`src/rtl/core/mtep_pkg.sv`:
```
// Shared types, codes and helpers for the MIDI track event parser.
package mtep_pkg;

  // Parser phase within one track event
  typedef enum logic [3:0] {
    PH_DELTA  = 4'd0,
    PH_STATUS = 4'd1,
    PH_DATA1  = 4'd2,
    PH_DATA2  = 4'd3,
    PH_MTYPE  = 4'd4,
    PH_LEN    = 4'd5,
    PH_PARAM  = 4'd6
  } phase_t;

  // Result kinds
  localparam logic [2:0] KIND_CHANNEL = 3'd0;
  localparam logic [2:0] KIND_META    = 3'd1;
  localparam logic [2:0] KIND_SYSEX   = 3'd2;
  localparam logic [2:0] KIND_PARAM   = 3'd3;
  localparam logic [2:0] KIND_ERROR   = 3'd4;

  // Error codes
  localparam logic [1:0] ERR_NONE      = 2'd0;
  localparam logic [1:0] ERR_NO_RUN    = 2'd1;
  localparam logic [1:0] ERR_BAD_STAT  = 2'd2;
  localparam logic [1:0] ERR_TRUNC     = 2'd3;

  // Special status and meta type bytes
  localparam logic [7:0] STAT_META     = 8'hFF;
  localparam logic [7:0] STAT_SYSEX    = 8'hF0;
  localparam logic [7:0] STAT_ESCAPE   = 8'hF7;
  localparam logic [7:0] STAT_SYSTEM   = 8'hF0;
  localparam logic [7:0] META_EOT      = 8'h2F;

  // Minimum bytes that must follow a delta time
  localparam logic [31:0] MIN_TAIL     = 32'd3;

  // One result transaction
  typedef struct packed {
    logic [2:0]  result_kind;
    logic [31:0] delta_ticks;
    logic [31:0] tick_position;
    logic [7:0]  status_byte;
    logic [7:0]  data_one;
    logic [7:0]  data_two;
    logic [31:0] param_length;
    logic [7:0]  param_byte;
    logic        last_of_event;
    logic        end_of_track;
    logic [1:0]  error_code;
  } result_t;

  // Channel messages with two data bytes: note off/on, poly pressure,
  // controller, pitch bend
  function automatic logic has_two_data(input logic [7:0] status);
    logic [3:0] hi;
    hi = status[7:4];
    case (hi)
      4'h8, 4'h9, 4'hA, 4'hB, 4'hE: has_two_data = 1'b1;
      default:                      has_two_data = 1'b0;
    endcase
  endfunction

  function automatic logic is_eot(input logic [7:0] status, input logic [7:0] mtype);
    is_eot = (status == STAT_META) && (mtype == META_EOT);
  endfunction

endpackage

```
`src/rtl/core/midi_track_event_parser_unit.sv`:
```
// MIDI track event parser: byte-wide track decoder with registered result.
// A result appears on the output in the cycle after the byte that completes it.
// Throughput: one byte per cycle; a byte is taken whenever the result register is
// empty or being drained in the same cycle.
// Reset (synchronous, active high) empties the result register and returns the parser
// to a zero-length track; a configuration write restarts parsing with the new length.
module midi_track_event_parser_unit (
  input  logic        clk,
  input  logic        rst,
  input  logic        cfg_valid,
  output logic        cfg_ready,
  input  logic [31:0] cfg_data,
  input  logic        in_valid,
  output logic        in_ready,
  input  logic [7:0]  data_byte,
  output logic        out_valid,
  input  logic        out_ready,
  output logic [2:0]  result_kind,
  output logic [31:0] delta_ticks,
  output logic [31:0] tick_position,
  output logic [7:0]  status_byte,
  output logic [7:0]  data_one,
  output logic [7:0]  data_two,
  output logic [31:0] param_length,
  output logic [7:0]  param_byte,
  output logic        last_of_event,
  output logic        end_of_track,
  output logic [1:0]  error_code
);

  // Parser state
  mtep_pkg::phase_t phase, phase_next;
  logic [7:0]  running_status, running_status_next;
  logic [7:0]  current_status, current_status_next;
  logic [7:0]  first_data, first_data_next;
  logic [31:0] vlq_acc, vlq_acc_next;
  logic [31:0] delta_hold, delta_hold_next;
  logic [31:0] tick_count, tick_count_next;
  logic [31:0] bytes_left, bytes_left_next;
  logic [31:0] param_remaining, param_remaining_next;
  logic [31:0] param_total, param_total_next;
  logic        halted, halted_next;

  // Result register
  mtep_pkg::result_t res, res_q;
  logic              res_fire;

  logic        cfg_write;
  logic        in_accept;
  logic [31:0] vlq_new;
  logic [31:0] bytes_dec;
  logic [31:0] rem_dec;

  assign cfg_ready = 1'b1;
  assign cfg_write = cfg_valid && cfg_ready;
  assign in_ready  = !out_valid || out_ready;
  assign in_accept = in_valid && in_ready;

  // Shared datapath terms
  assign vlq_new   = {vlq_acc[24:0], data_byte[6:0]};
  assign bytes_dec = bytes_left - 32'd1;
  assign rem_dec   = (param_remaining != 32'd0) ? (param_remaining - 32'd1) : 32'd0;

  // Result of the byte being taken
  always_comb begin
    res      = '0;
    res_fire = 1'b0;
    if (in_accept && !halted) begin
      if (bytes_left == 32'd0) begin
        res_fire       = 1'b1;
        res.result_kind = mtep_pkg::KIND_ERROR;
        res.last_of_event = 1'b1;
        res.error_code  = mtep_pkg::ERR_TRUNC;
      end else begin
        // common event fields; overridden below for errors
        res.delta_ticks   = delta_hold;
        res.tick_position = tick_count;
        res.status_byte   = current_status;
        res.data_one      = first_data;
        case (phase)
          mtep_pkg::PH_DELTA: begin
            if (!data_byte[7] && (bytes_dec < mtep_pkg::MIN_TAIL)) begin
              res_fire = 1'b1;
              res      = '0;
              res.result_kind   = mtep_pkg::KIND_ERROR;
              res.last_of_event = 1'b1;
              res.error_code    = mtep_pkg::ERR_TRUNC;
            end
          end
          mtep_pkg::PH_STATUS: begin
            if (!data_byte[7]) begin
              if (running_status == 8'd0) begin
                res_fire = 1'b1;
                res      = '0;
                res.result_kind   = mtep_pkg::KIND_ERROR;
                res.last_of_event = 1'b1;
                res.error_code    = mtep_pkg::ERR_NO_RUN;
              end else if (!mtep_pkg::has_two_data(running_status)) begin
                res_fire = 1'b1;
                res.result_kind   = mtep_pkg::KIND_CHANNEL;
                res.status_byte   = running_status;
                res.data_one      = data_byte;
                res.last_of_event = 1'b1;
              end
            end else if ((data_byte >= mtep_pkg::STAT_SYSTEM) &&
                         (data_byte != mtep_pkg::STAT_META) &&
                         (data_byte != mtep_pkg::STAT_SYSEX) &&
                         (data_byte != mtep_pkg::STAT_ESCAPE)) begin
              res_fire = 1'b1;
              res      = '0;
              res.result_kind   = mtep_pkg::KIND_ERROR;
              res.last_of_event = 1'b1;
              res.error_code    = mtep_pkg::ERR_BAD_STAT;
            end
          end
          mtep_pkg::PH_DATA1: begin
            if (!mtep_pkg::has_two_data(current_status)) begin
              res_fire = 1'b1;
              res.result_kind   = mtep_pkg::KIND_CHANNEL;
              res.data_one      = data_byte;
              res.last_of_event = 1'b1;
            end
          end
          mtep_pkg::PH_DATA2: begin
            res_fire = 1'b1;
            res.result_kind   = mtep_pkg::KIND_CHANNEL;
            res.data_two      = data_byte;
            res.last_of_event = 1'b1;
          end
          mtep_pkg::PH_MTYPE: begin
            res_fire = 1'b0;
          end
          mtep_pkg::PH_LEN: begin
            if (!data_byte[7]) begin
              res_fire = 1'b1;
              if (vlq_new > bytes_dec) begin
                res = '0;
                res.result_kind   = mtep_pkg::KIND_ERROR;
                res.last_of_event = 1'b1;
                res.error_code    = mtep_pkg::ERR_TRUNC;
              end else begin
                res.result_kind   = (current_status == mtep_pkg::STAT_META) ?
                                    mtep_pkg::KIND_META : mtep_pkg::KIND_SYSEX;
                res.param_length  = vlq_new;
                res.last_of_event = (vlq_new == 32'd0);
                res.end_of_track  = mtep_pkg::is_eot(current_status, first_data);
              end
            end
          end
          mtep_pkg::PH_PARAM: begin
            res_fire = 1'b1;
            res.result_kind   = mtep_pkg::KIND_PARAM;
            res.param_length  = param_total;
            res.param_byte    = data_byte;
            res.last_of_event = (rem_dec == 32'd0);
            res.end_of_track  = mtep_pkg::is_eot(current_status, first_data);
          end
          default: begin
            res_fire = 1'b1;
            res      = '0;
            res.result_kind   = mtep_pkg::KIND_ERROR;
            res.last_of_event = 1'b1;
            res.error_code    = mtep_pkg::ERR_BAD_STAT;
          end
        endcase
      end
    end
  end

  // Next parser state
  always_comb begin
    phase_next           = phase;
    running_status_next  = running_status;
    current_status_next  = current_status;
    first_data_next      = first_data;
    vlq_acc_next         = vlq_acc;
    delta_hold_next      = delta_hold;
    tick_count_next      = tick_count;
    bytes_left_next      = bytes_left;
    param_remaining_next = param_remaining;
    param_total_next     = param_total;
    halted_next          = halted;
    if (in_accept && !halted && (bytes_left != 32'd0)) begin
      bytes_left_next = bytes_dec;
      case (phase)
        mtep_pkg::PH_DELTA: begin
          vlq_acc_next = vlq_new;
          if (!data_byte[7] && (bytes_dec >= mtep_pkg::MIN_TAIL)) begin
            delta_hold_next = vlq_new;
            tick_count_next = tick_count + vlq_new;
            vlq_acc_next    = 32'd0;
            phase_next      = mtep_pkg::PH_STATUS;
          end
        end
        mtep_pkg::PH_STATUS: begin
          if (!data_byte[7]) begin
            if (running_status != 8'd0) begin
              current_status_next = running_status;
              first_data_next     = data_byte;
              if (mtep_pkg::has_two_data(running_status)) begin
                phase_next = mtep_pkg::PH_DATA2;
              end
            end
          end else if (data_byte < mtep_pkg::STAT_SYSTEM) begin
            running_status_next = data_byte;
            current_status_next = data_byte;
            phase_next          = mtep_pkg::PH_DATA1;
          end else begin
            running_status_next = 8'd0;
            current_status_next = data_byte;
            first_data_next     = 8'd0;
            vlq_acc_next        = 32'd0;
            if (data_byte == mtep_pkg::STAT_META) begin
              phase_next = mtep_pkg::PH_MTYPE;
            end else if ((data_byte == mtep_pkg::STAT_SYSEX) ||
                         (data_byte == mtep_pkg::STAT_ESCAPE)) begin
              phase_next = mtep_pkg::PH_LEN;
            end
          end
        end
        mtep_pkg::PH_DATA1: begin
          first_data_next = data_byte;
          if (mtep_pkg::has_two_data(current_status)) begin
            phase_next = mtep_pkg::PH_DATA2;
          end
        end
        mtep_pkg::PH_MTYPE: begin
          first_data_next = data_byte;
          vlq_acc_next    = 32'd0;
          phase_next      = mtep_pkg::PH_LEN;
        end
        mtep_pkg::PH_LEN: begin
          vlq_acc_next = vlq_new;
          if (!data_byte[7] && (vlq_new <= bytes_dec)) begin
            param_total_next     = vlq_new;
            param_remaining_next = vlq_new;
            phase_next           = mtep_pkg::PH_PARAM;
          end
        end
        mtep_pkg::PH_PARAM: begin
          param_remaining_next = rem_dec;
        end
        default: begin
          phase_next = phase;
        end
      endcase
    end
    // End of an event returns to delta time; errors and end of track halt
    if (res_fire) begin
      if (res.result_kind == mtep_pkg::KIND_ERROR) begin
        halted_next = 1'b1;
      end else if (res.last_of_event) begin
        phase_next   = mtep_pkg::PH_DELTA;
        vlq_acc_next = 32'd0;
        if (res.end_of_track) begin
          halted_next = 1'b1;
        end
      end
    end
  end

  // State registers; a configuration write restarts the track
  always_ff @(posedge clk) begin
    if (rst || cfg_write) begin
      phase           <= mtep_pkg::PH_DELTA;
      running_status  <= 8'd0;
      current_status  <= 8'd0;
      first_data      <= 8'd0;
      vlq_acc         <= 32'd0;
      delta_hold      <= 32'd0;
      tick_count      <= 32'd0;
      bytes_left      <= rst ? 32'd0 : cfg_data;
      param_remaining <= 32'd0;
      param_total     <= 32'd0;
      halted          <= 1'b0;
    end else begin
      phase           <= phase_next;
      running_status  <= running_status_next;
      current_status  <= current_status_next;
      first_data      <= first_data_next;
      vlq_acc         <= vlq_acc_next;
      delta_hold      <= delta_hold_next;
      tick_count      <= tick_count_next;
      bytes_left      <= bytes_left_next;
      param_remaining <= param_remaining_next;
      param_total     <= param_total_next;
      halted          <= halted_next;
    end
  end

  // Result register valid
  always_ff @(posedge clk) begin
    if (rst) begin
      out_valid <= 1'b0;
    end else if (in_accept) begin
      out_valid <= res_fire;
    end else if (out_ready) begin
      out_valid <= 1'b0;
    end
  end

  // Result register payload
  always_ff @(posedge clk) begin
    if (in_accept && res_fire) begin
      res_q <= res;
    end
  end

  assign result_kind   = res_q.result_kind;
  assign delta_ticks   = res_q.delta_ticks;
  assign tick_position = res_q.tick_position;
  assign status_byte   = res_q.status_byte;
  assign data_one      = res_q.data_one;
  assign data_two      = res_q.data_two;
  assign param_length  = res_q.param_length;
  assign param_byte    = res_q.param_byte;
  assign last_of_event = res_q.last_of_event;
  assign end_of_track  = res_q.end_of_track;
  assign error_code    = res_q.error_code;

`ifndef ASSERT_OFF
  // Error results close the event and carry a real code
  a_err_shape: assert property (@(posedge clk) disable iff (rst)
    (out_valid && (result_kind == mtep_pkg::KIND_ERROR)) |->
      (last_of_event && (error_code != mtep_pkg::ERR_NONE)))
    else $error("error result without last flag or code");

  // Non-error results carry no error code
  a_no_code: assert property (@(posedge clk) disable iff (rst)
    (out_valid && (result_kind != mtep_pkg::KIND_ERROR)) |->
      (error_code == mtep_pkg::ERR_NONE))
    else $error("error code on a normal result");

  // A halted parser swallows bytes
  a_halt_quiet: assert property (@(posedge clk) disable iff (rst)
    (in_accept && halted && !cfg_write) |=> !out_valid)
    else $error("result produced while halted");
`endif

endmodule
```
`config.mk`:
```
export PLATFORM = sky130hd
export DESIGN_NAME = midi_track_event_parser_unit
export DESIGN_NICKNAME = d
export VERILOG_FILES = /design/src/rtl/core/mtep_pkg.sv /design/src/rtl/core/midi_track_event_parser_unit.sv
export SDC_FILE = /design/constraint.sdc
export NUM_CORES = 1
export LEC_CHECK = 0
export ABC_AREA = 1
export ABC_CLOCK_PERIOD_IN_PS = 6200
export BUFFER_PORTS_ARGS = -buffer_cell sky130_fd_sc_hd__buf_2
export CORE_ASPECT_RATIO = 0.8
export CORE_MARGIN = 2
export CORE_UTILIZATION = 45
export DETAILED_ROUTE_END_ITERATION = 8
export PLACE_DENSITY_LB_ADDON = 0.1
export SYNTH_ARGS = -nofsm -noshare
export SYNTH_HDL_FRONTEND = slang
export SYNTH_SLANG_ARGS = --single-unit
```
`constraint.sdc`:
```
create_clock -name clk -period 6.2 [get_ports clk]
set_input_delay 0.31 -clock clk [delete_from_list [all_inputs] [get_ports clk]]
set_output_delay 0.31 -clock clk [all_outputs]
set_load 0.005 [all_outputs]
```
==> results of run 1 <==
==> worst max-delay path: cells and delay by family (launching register included) <==
kind	cells	cell delay [ns]
adders and majority gates	2	0.66
DFF	1	0.38
buffers and inverters	3	0.80
and+or+nand+nor	15	2.37
AOI/OAI and AO/OA	2	0.40
xor gates and xnor gates	1	0.16
==> power by group <==
part           switching [mW]  total, mW  internal, mW
clock network           0.989       2.26          1.28
registers              0.0682       2.56          2.49
logic                   0.524      0.739         0.216
==> metal layers <==
metal  track usage  share of wire  wire length (microns)  vias up
met3        0.0464          0.077                   4900       92
met5             0              0                      0        -
li1              -              -                      -     8786
met1         0.411           0.47                  30000     8706
met2         0.431           0.43                  27700      691
met4        0.0752          0.023                   1470        0
==> per-stage QoR <==
step / cell area (sq um) / hold slack, ns / utilization
3_5_place_dp: 20500 / 0.452 / 0.488
4_1_cts: 21800 / 0.0420 / 0.517
2_1_floorplan: 19300 / 0.379 / -
6_report: 21800 / 0.0664 / 0.517
3_3_place_gp: 20500 / 0.449 / 0.488
5_1_grt: 21800 / 0.0714 / 0.517
==> registers in the layout, summed over array words and instances (netlist names) <==
| name | count |
|---|---|
| delta_ticks | 32 |
| param_length | 32 |
| delta_hold | 32 |
| param_total | 32 |
| running_status | 8 |
| param_byte | 8 |
| tick_position | 32 |
| error_code | 2 |
| phase | 4 |
| out_valid | 1 |
| tick_count | 32 |
| bytes_left | 32 |
| data_one | 8 |
| current_status | 8 |
| status_byte | 8 |
| end_of_track | 1 |
| param_remaining | 32 |
| halted | 1 |
| data_two | 8 |
| vlq_acc | 25 |
| result_kind | 3 |
| first_data | 8 |
| last_of_event | 1 |
==> worst paths after layout <==
path / to / slack, ns / from
max: param_remaining[28]$_SDFFE_PN0P_ / 1.26 / bytes_left[0]$_DFFE_PP_
min: out_valid$_SDFFE_PP0P_ / 0.07 / out_ready
max reg2reg: param_remaining[28]$_SDFFE_PN0P_ / 1.26 / bytes_left[0]$_DFFE_PP_
min reg2reg: param_total[15]$_SDFFE_PN0P_ / 0.46 / param_total[15]$_SDFFE_PN0P_
==> kinds of logic after synthesis <==
group                    share of synthesized area
AO/OA/AOI/OAI                                0.150
other                                     0.000194
buffers and inverters                       0.0686
AND/OR/NAND/NOR                              0.265
XOR/XNOR                                    0.0241
flip-flops                                   0.450
adder cells (fa/ha/maj)                     0.0426
==> layout make-up <==
| class | instances | area [sq um] |
|---|---|---|
| well taps | 552 | 691 |
| clock inverters | 20 | 150 |
| inverters | 184 | 696 |
| flip-flops and latches | 350 | 8680 |
| multi-input cells | 1857 | 9310 |
| repair buffers | 214 | 1160 |
| fillers | 4143 | 20300 |
| diodes | 1 | 2.50 |
| clock buffers | 52 | 1080 |
==> what timing repair did <==
item	4_1_cts	5_1_grt
hold buffers	1	0
resized for setup	0	0
hold endpoints to repair	1	0
==> placed cells by master (no fill, tap or decap), types with 40 or more instances in the layout <==
master	count
nand2_1	569
buf_2	181
ha_1	64
edfxtp_1	167
nor2_1	305
a21oi_1	252
inv_1	179
dfxtp_1	183
nand3_1	216
clkbuf_16	40
o21ai_0	200
==> results.yml, run 1 <==
sta:
  layout_min_cycle_time_ns: 4.94
  clock_skew_ns: 0.0206
  rsz0062_at_grt: "false"
  finalSetupViolations: 0
  slew_headroom: 0.242
  slew_violations: 0
  fmax_mhz: 202
  fin_crit_sh: 0.797
  tightest_slew_ns: 1.13
  finalSetupTns_ns: 0
  setup_ws_ns: 1.26
  finalHoldViolations: 0
clock_tree:
  clk_path_buf_depth: 3
  numCtsBuffers: 39
  cts_tree: "yes"
  postCtsSetupRepairBufs: 0
  htreeDepth: 2
  clk_latency_ns: 0.55
  cts_sinks: 350
  root_buffer: "clkbuf_16"
  clk_pin_slew_worst_paths_ns: 0.06
worst_setup_path:
  cp_slowest_cell: "inv_1"
  reg2regPathDepth: 23
  crit_fanout: 37
  arrival_ns: 5.34
  crit_top_cell: "nand2_1"
  crit_required_ns: 6.59
  start_kind: "flop"
  worst_setup_path_end_kind: "flop"
  crit_path_cell_trace: "inv_1 > ha_1 > nand2_1 > nor2_2 > nand3_1 > xor2_1 > inv_1 > ha_1 > nand2_1 > nor2_1 > nand2_1 > nor3_1 > nand3_1 > nor2_1 > nor2_1 > nand2_2 > nand2_2 > nand2_1 > nand2_1 > nand2_2 > inv_1 > o21ai_0 > a21oi_1"
  crit_path_max_incr_delay_ns: 0.56
  worst-setup-path-type: "flop to flop"
synth:
  ys_top_cells_by_area: "edfxtp_1 26%, dfxtp_1 19%, nand2_1 11%, a21oi_1 6.5%, nor2_1 6.0%"
  synth_nets: 2642
  synth_ff_type: "dfxtp_1"
  syn_area_per_cell_sq_um: 7.62
  yosysTopAreaCell: "edfxtp_1"
  synth_warnings: 0
  synth_top_area_frac: 0.260
  synth_area_sq_mm: 0.0193
  ys_ff_latch: 350
  synth_common_cells: "571 x nand2_1, 309 x nor2_1, 252 x a21oi_1"
  async_flop_share: 0
  synth.most_common_cell: "nand2_1"
  ys_seq_area_frac: 0.450
  synth_cells: 2532
  ys_types: 50
  synth_edf_count: 167
global_routing:
  grt_antenna_before_repair: 1
  grt_first_pass_wirelength_microns: 97800
  grt_usage: 0.281
  grt_max_degree: 93
  grt_overflow: 0
  grt_pass1_vias: 16800
drt:
  drtIter0Drc: 1982
  wl_per_cell_microns: 19.8
  avgViaCountPerCell: 5.66
  drcViolationCount: 0
  final_antenna_net_count: 0
  first_pass_iters: 8
  drt-total-wl_microns: 64000
  vias: 18300
floorplanning:
  start_util: 0.458
  ioPinCount: 183
  die_w_microns: 235
  die_h_microns: 189
  die_area_sq_mm: 0.0445
  rows: 67
  core_area_sq_mm: 0.0421
finish:
  drive_gt1_frac: 0.120
  fin_cells: 3230
  syn_to_final_growth_pct: 12.8
  nNetsFinal: 2756
pwr:
  power_mw: 5.56
  peakVddDrop_mv: 0.253
  powerDensity_mw_per_mm2: 256
  cellLeakagePower_nw: 8.84
run:
  max_cap_viol_count: 0
status:
  outcome: "complete, no violations"
placement:
  dp.cells: 3156
  post-place-ws_ns: 1.40
  portBuffers: 181
  place_congestion: 0.944
  place_hpwl_microns: 44500
worst_hold_path:
  hold_path_depth: 4
  worstHoldPathType: "input port to flop"
Power figures use the tool's default switching activity.
==> run 2: changes to the inputs <==
Settings changed: ABC_CLOCK_PERIOD_IN_PS 6200 to 4900.
Clock period 6.2 ns to 4.9 ns, I/O delays scaled along.
==> results.yml, run 2 (same netlist as run 1, synthesis figures left out) <==
worst_setup_path:
  crit_fanout: 30
  crit_required_ns: 5.37
  crit_path_max_incr_delay_ns: 0.39
  worst_setup_path_end_kind: "flop"
  crit_path_cell_trace: "inv_1 > ha_1 > nand3_1 > inv_1 > nand4_1 > xor2_2 > ha_1 > nand2_1 > nor2_1 > nand2_1 > nor3_1 > nand3_1 > nand3b_1 > nand2_2 > nand2_1 > nand2_1 > nand2_2 > inv_1 > buf_4 > o21ai_0 > a31oi_1"
  worst-path-buf-inv: 4
  crit_top_cell: "nand2_1"
  worst-setup-path-type: "flop to flop"
  arrival_ns: 4.82
  cp_slowest_cell: "edfxtp_1"
  crit_family: "simple AND/OR/NAND/NOR gates"
  start_kind: "flop"
pwr:
  peakVddDrop_mv: 0.227
  cellLeakagePower_nw: 8.90
  power_mw: 7.01
  powerDensity_mw_per_mm2: 320
global_routing:
  grt_overflow: 0
  grt_antenna_before_repair: 0
  grt_max_degree: 80
  grt_pass1_vias: 17000
  grt_usage: 0.277
  grt_first_pass_wirelength_microns: 97300
drt:
  first_pass_iters: 5
  wl_per_cell_microns: 19.4
  drt-total-wl_microns: 63000
  drcViolationCount: 0
  drtIter0Drc: 1813
  final_antenna_net_count: 0
  avgViaCountPerCell: 5.65
  vias: 18300
finish:
  fin_cells: 3243
  syn_to_final_growth_pct: 13.7
  drive_gt1_frac: 0.123
  mostFrequentLayoutCells: "569 x nand2_1, 305 x nor2_1, 252 x a21oi_1"
  nNetsFinal: 2771
  layout_commonest_cell: "nand2_1"
  fillers: 4130
  diodes: 0
sta:
  slew_headroom: 0.312
  finalSetupTns_ns: 0
  tightest_slew_ns: 1.03
  rsz0062_at_grt: "false"
  finalHoldViolations: 0
  layout_min_cycle_time_ns: 4.35
  fin_crit_sh: 0.887
  clock_skew_ns: 0.0211
  slew_violations: 0
  fmax_mhz: 230
  finalSetupViolations: 0
placement:
  place_congestion: 0.952
  portBuffers: 181
  dp.cells: 3166
  place_hpwl_microns: 43900
clock_tree:
  clk_pin_slew_worst_paths_ns: 0.07
  numCtsBuffers: 38
  clk_path_buf_depth: 3
  cts_tree: "yes"
  root_buffer: "clkbuf_16"
  postCtsSetupRepairBufs: 0
  cts_sinks: 350
  clk_latency_ns: 0.55
  htreeDepth: 2
run:
  max_cap_viol_count: 0
floorplanning:
  rows: 67
  ioPinCount: 183
  die_area_sq_mm: 0.0445
  die_h_microns: 189
  start_util: 0.458
  die_w_microns: 235
  core_area_sq_mm: 0.0421
worst_hold_path:
  worstHoldPathType: "input port to flop"
status:
  outcome: "complete, no violations"
-- run 2: cell types whose count changed in the layout (fill, tap and decap cells not counted), sizes merged --
cell,previous run,this run
inv,188,185
dlygate4sd3,1,7
buf,213,223
diode,1,0
clkinv,14,9
clkinvlp,1,3
clkbuf,52,56
-- run 2: power by group --
group / switching, mW / internal [mW] / leakage [nW] / total (mW)
sequential: 0.0903 / 3.15 / 3.21 / 3.24
clock: 1.22 / 1.61 / 0.592 / 2.83
combinational: 0.655 / 0.285 / 5.10 / 0.940
total: 1.97 / 5.04 / 8.90 / 7.01
-- run 2: final timing paths --
path	start	to	slack, ns	depth (start not counted)
max	bytes_left[0]$_DFFE_PP_	param_remaining[6]$_SDFFE_PN0P_	0.55	21
min	cfg_data[15]	bytes_left[15]$_DFFE_PP_	0.02	3
max reg2reg	bytes_left[0]$_DFFE_PP_	param_remaining[6]$_SDFFE_PN0P_	0.55	21
min reg2reg	param_total[20]$_SDFFE_PN0P_	param_total[20]$_SDFFE_PN0P_	0.46	2
-- run 2: per-layer routing --
metal	share of wire	routed length, microns	global-route usage	vias up
met1	0.47	29300	0.403	8702
met4	0.023	1430	0.0701	0
met2	0.44	27700	0.432	710
met5	0	0	0	-
li1	-	-	-	8820
met3	0.072	4570	0.0401	101
-- run 2: area by class of cell --
type / instances / area [sq um] / share of cell area
Timing Repair Buffer: 230 / 1330 / 0.0608
Tap cell: 552 / 691 / 0.0315
Inverter: 184 / 694 / 0.0317
Multi-Input combinational cell: 1857 / 9320 / 0.425
Clock inverter: 14 / 123 / 0.00559
Clock buffer: 56 / 1090 / 0.0496
Sequential cell: 350 / 8680 / 0.396
-- run 2: tightest hold or removal path, stage by stage --
cell and delay, ns:
buf_2 0.08, nand3_1 0.07, o21ai_0 0.07
-- run 2: what timing repair did --
item / CTS / global route
hold endpoints to repair: 6 / 0
gates resized for setup: 0 / 2
endpoints found under the setup margin: 0 / 2
hold buffers: 7 / 0
-- run 2: per-stage QoR --
step           instance area (sq um)  setup WS [ns]   util  hold WS, ns
2_1_floorplan                  19300          0.584      -        0.314
3_3_place_gp                   20600          0.769  0.490        0.448
3_5_place_dp                   20600          0.542  0.490        0.452
4_1_cts                        21900          0.502  0.521      0.00872
5_1_grt                        21900         0.0168  0.521       0.0329
6_report                       21900          0.553  0.521       0.0153
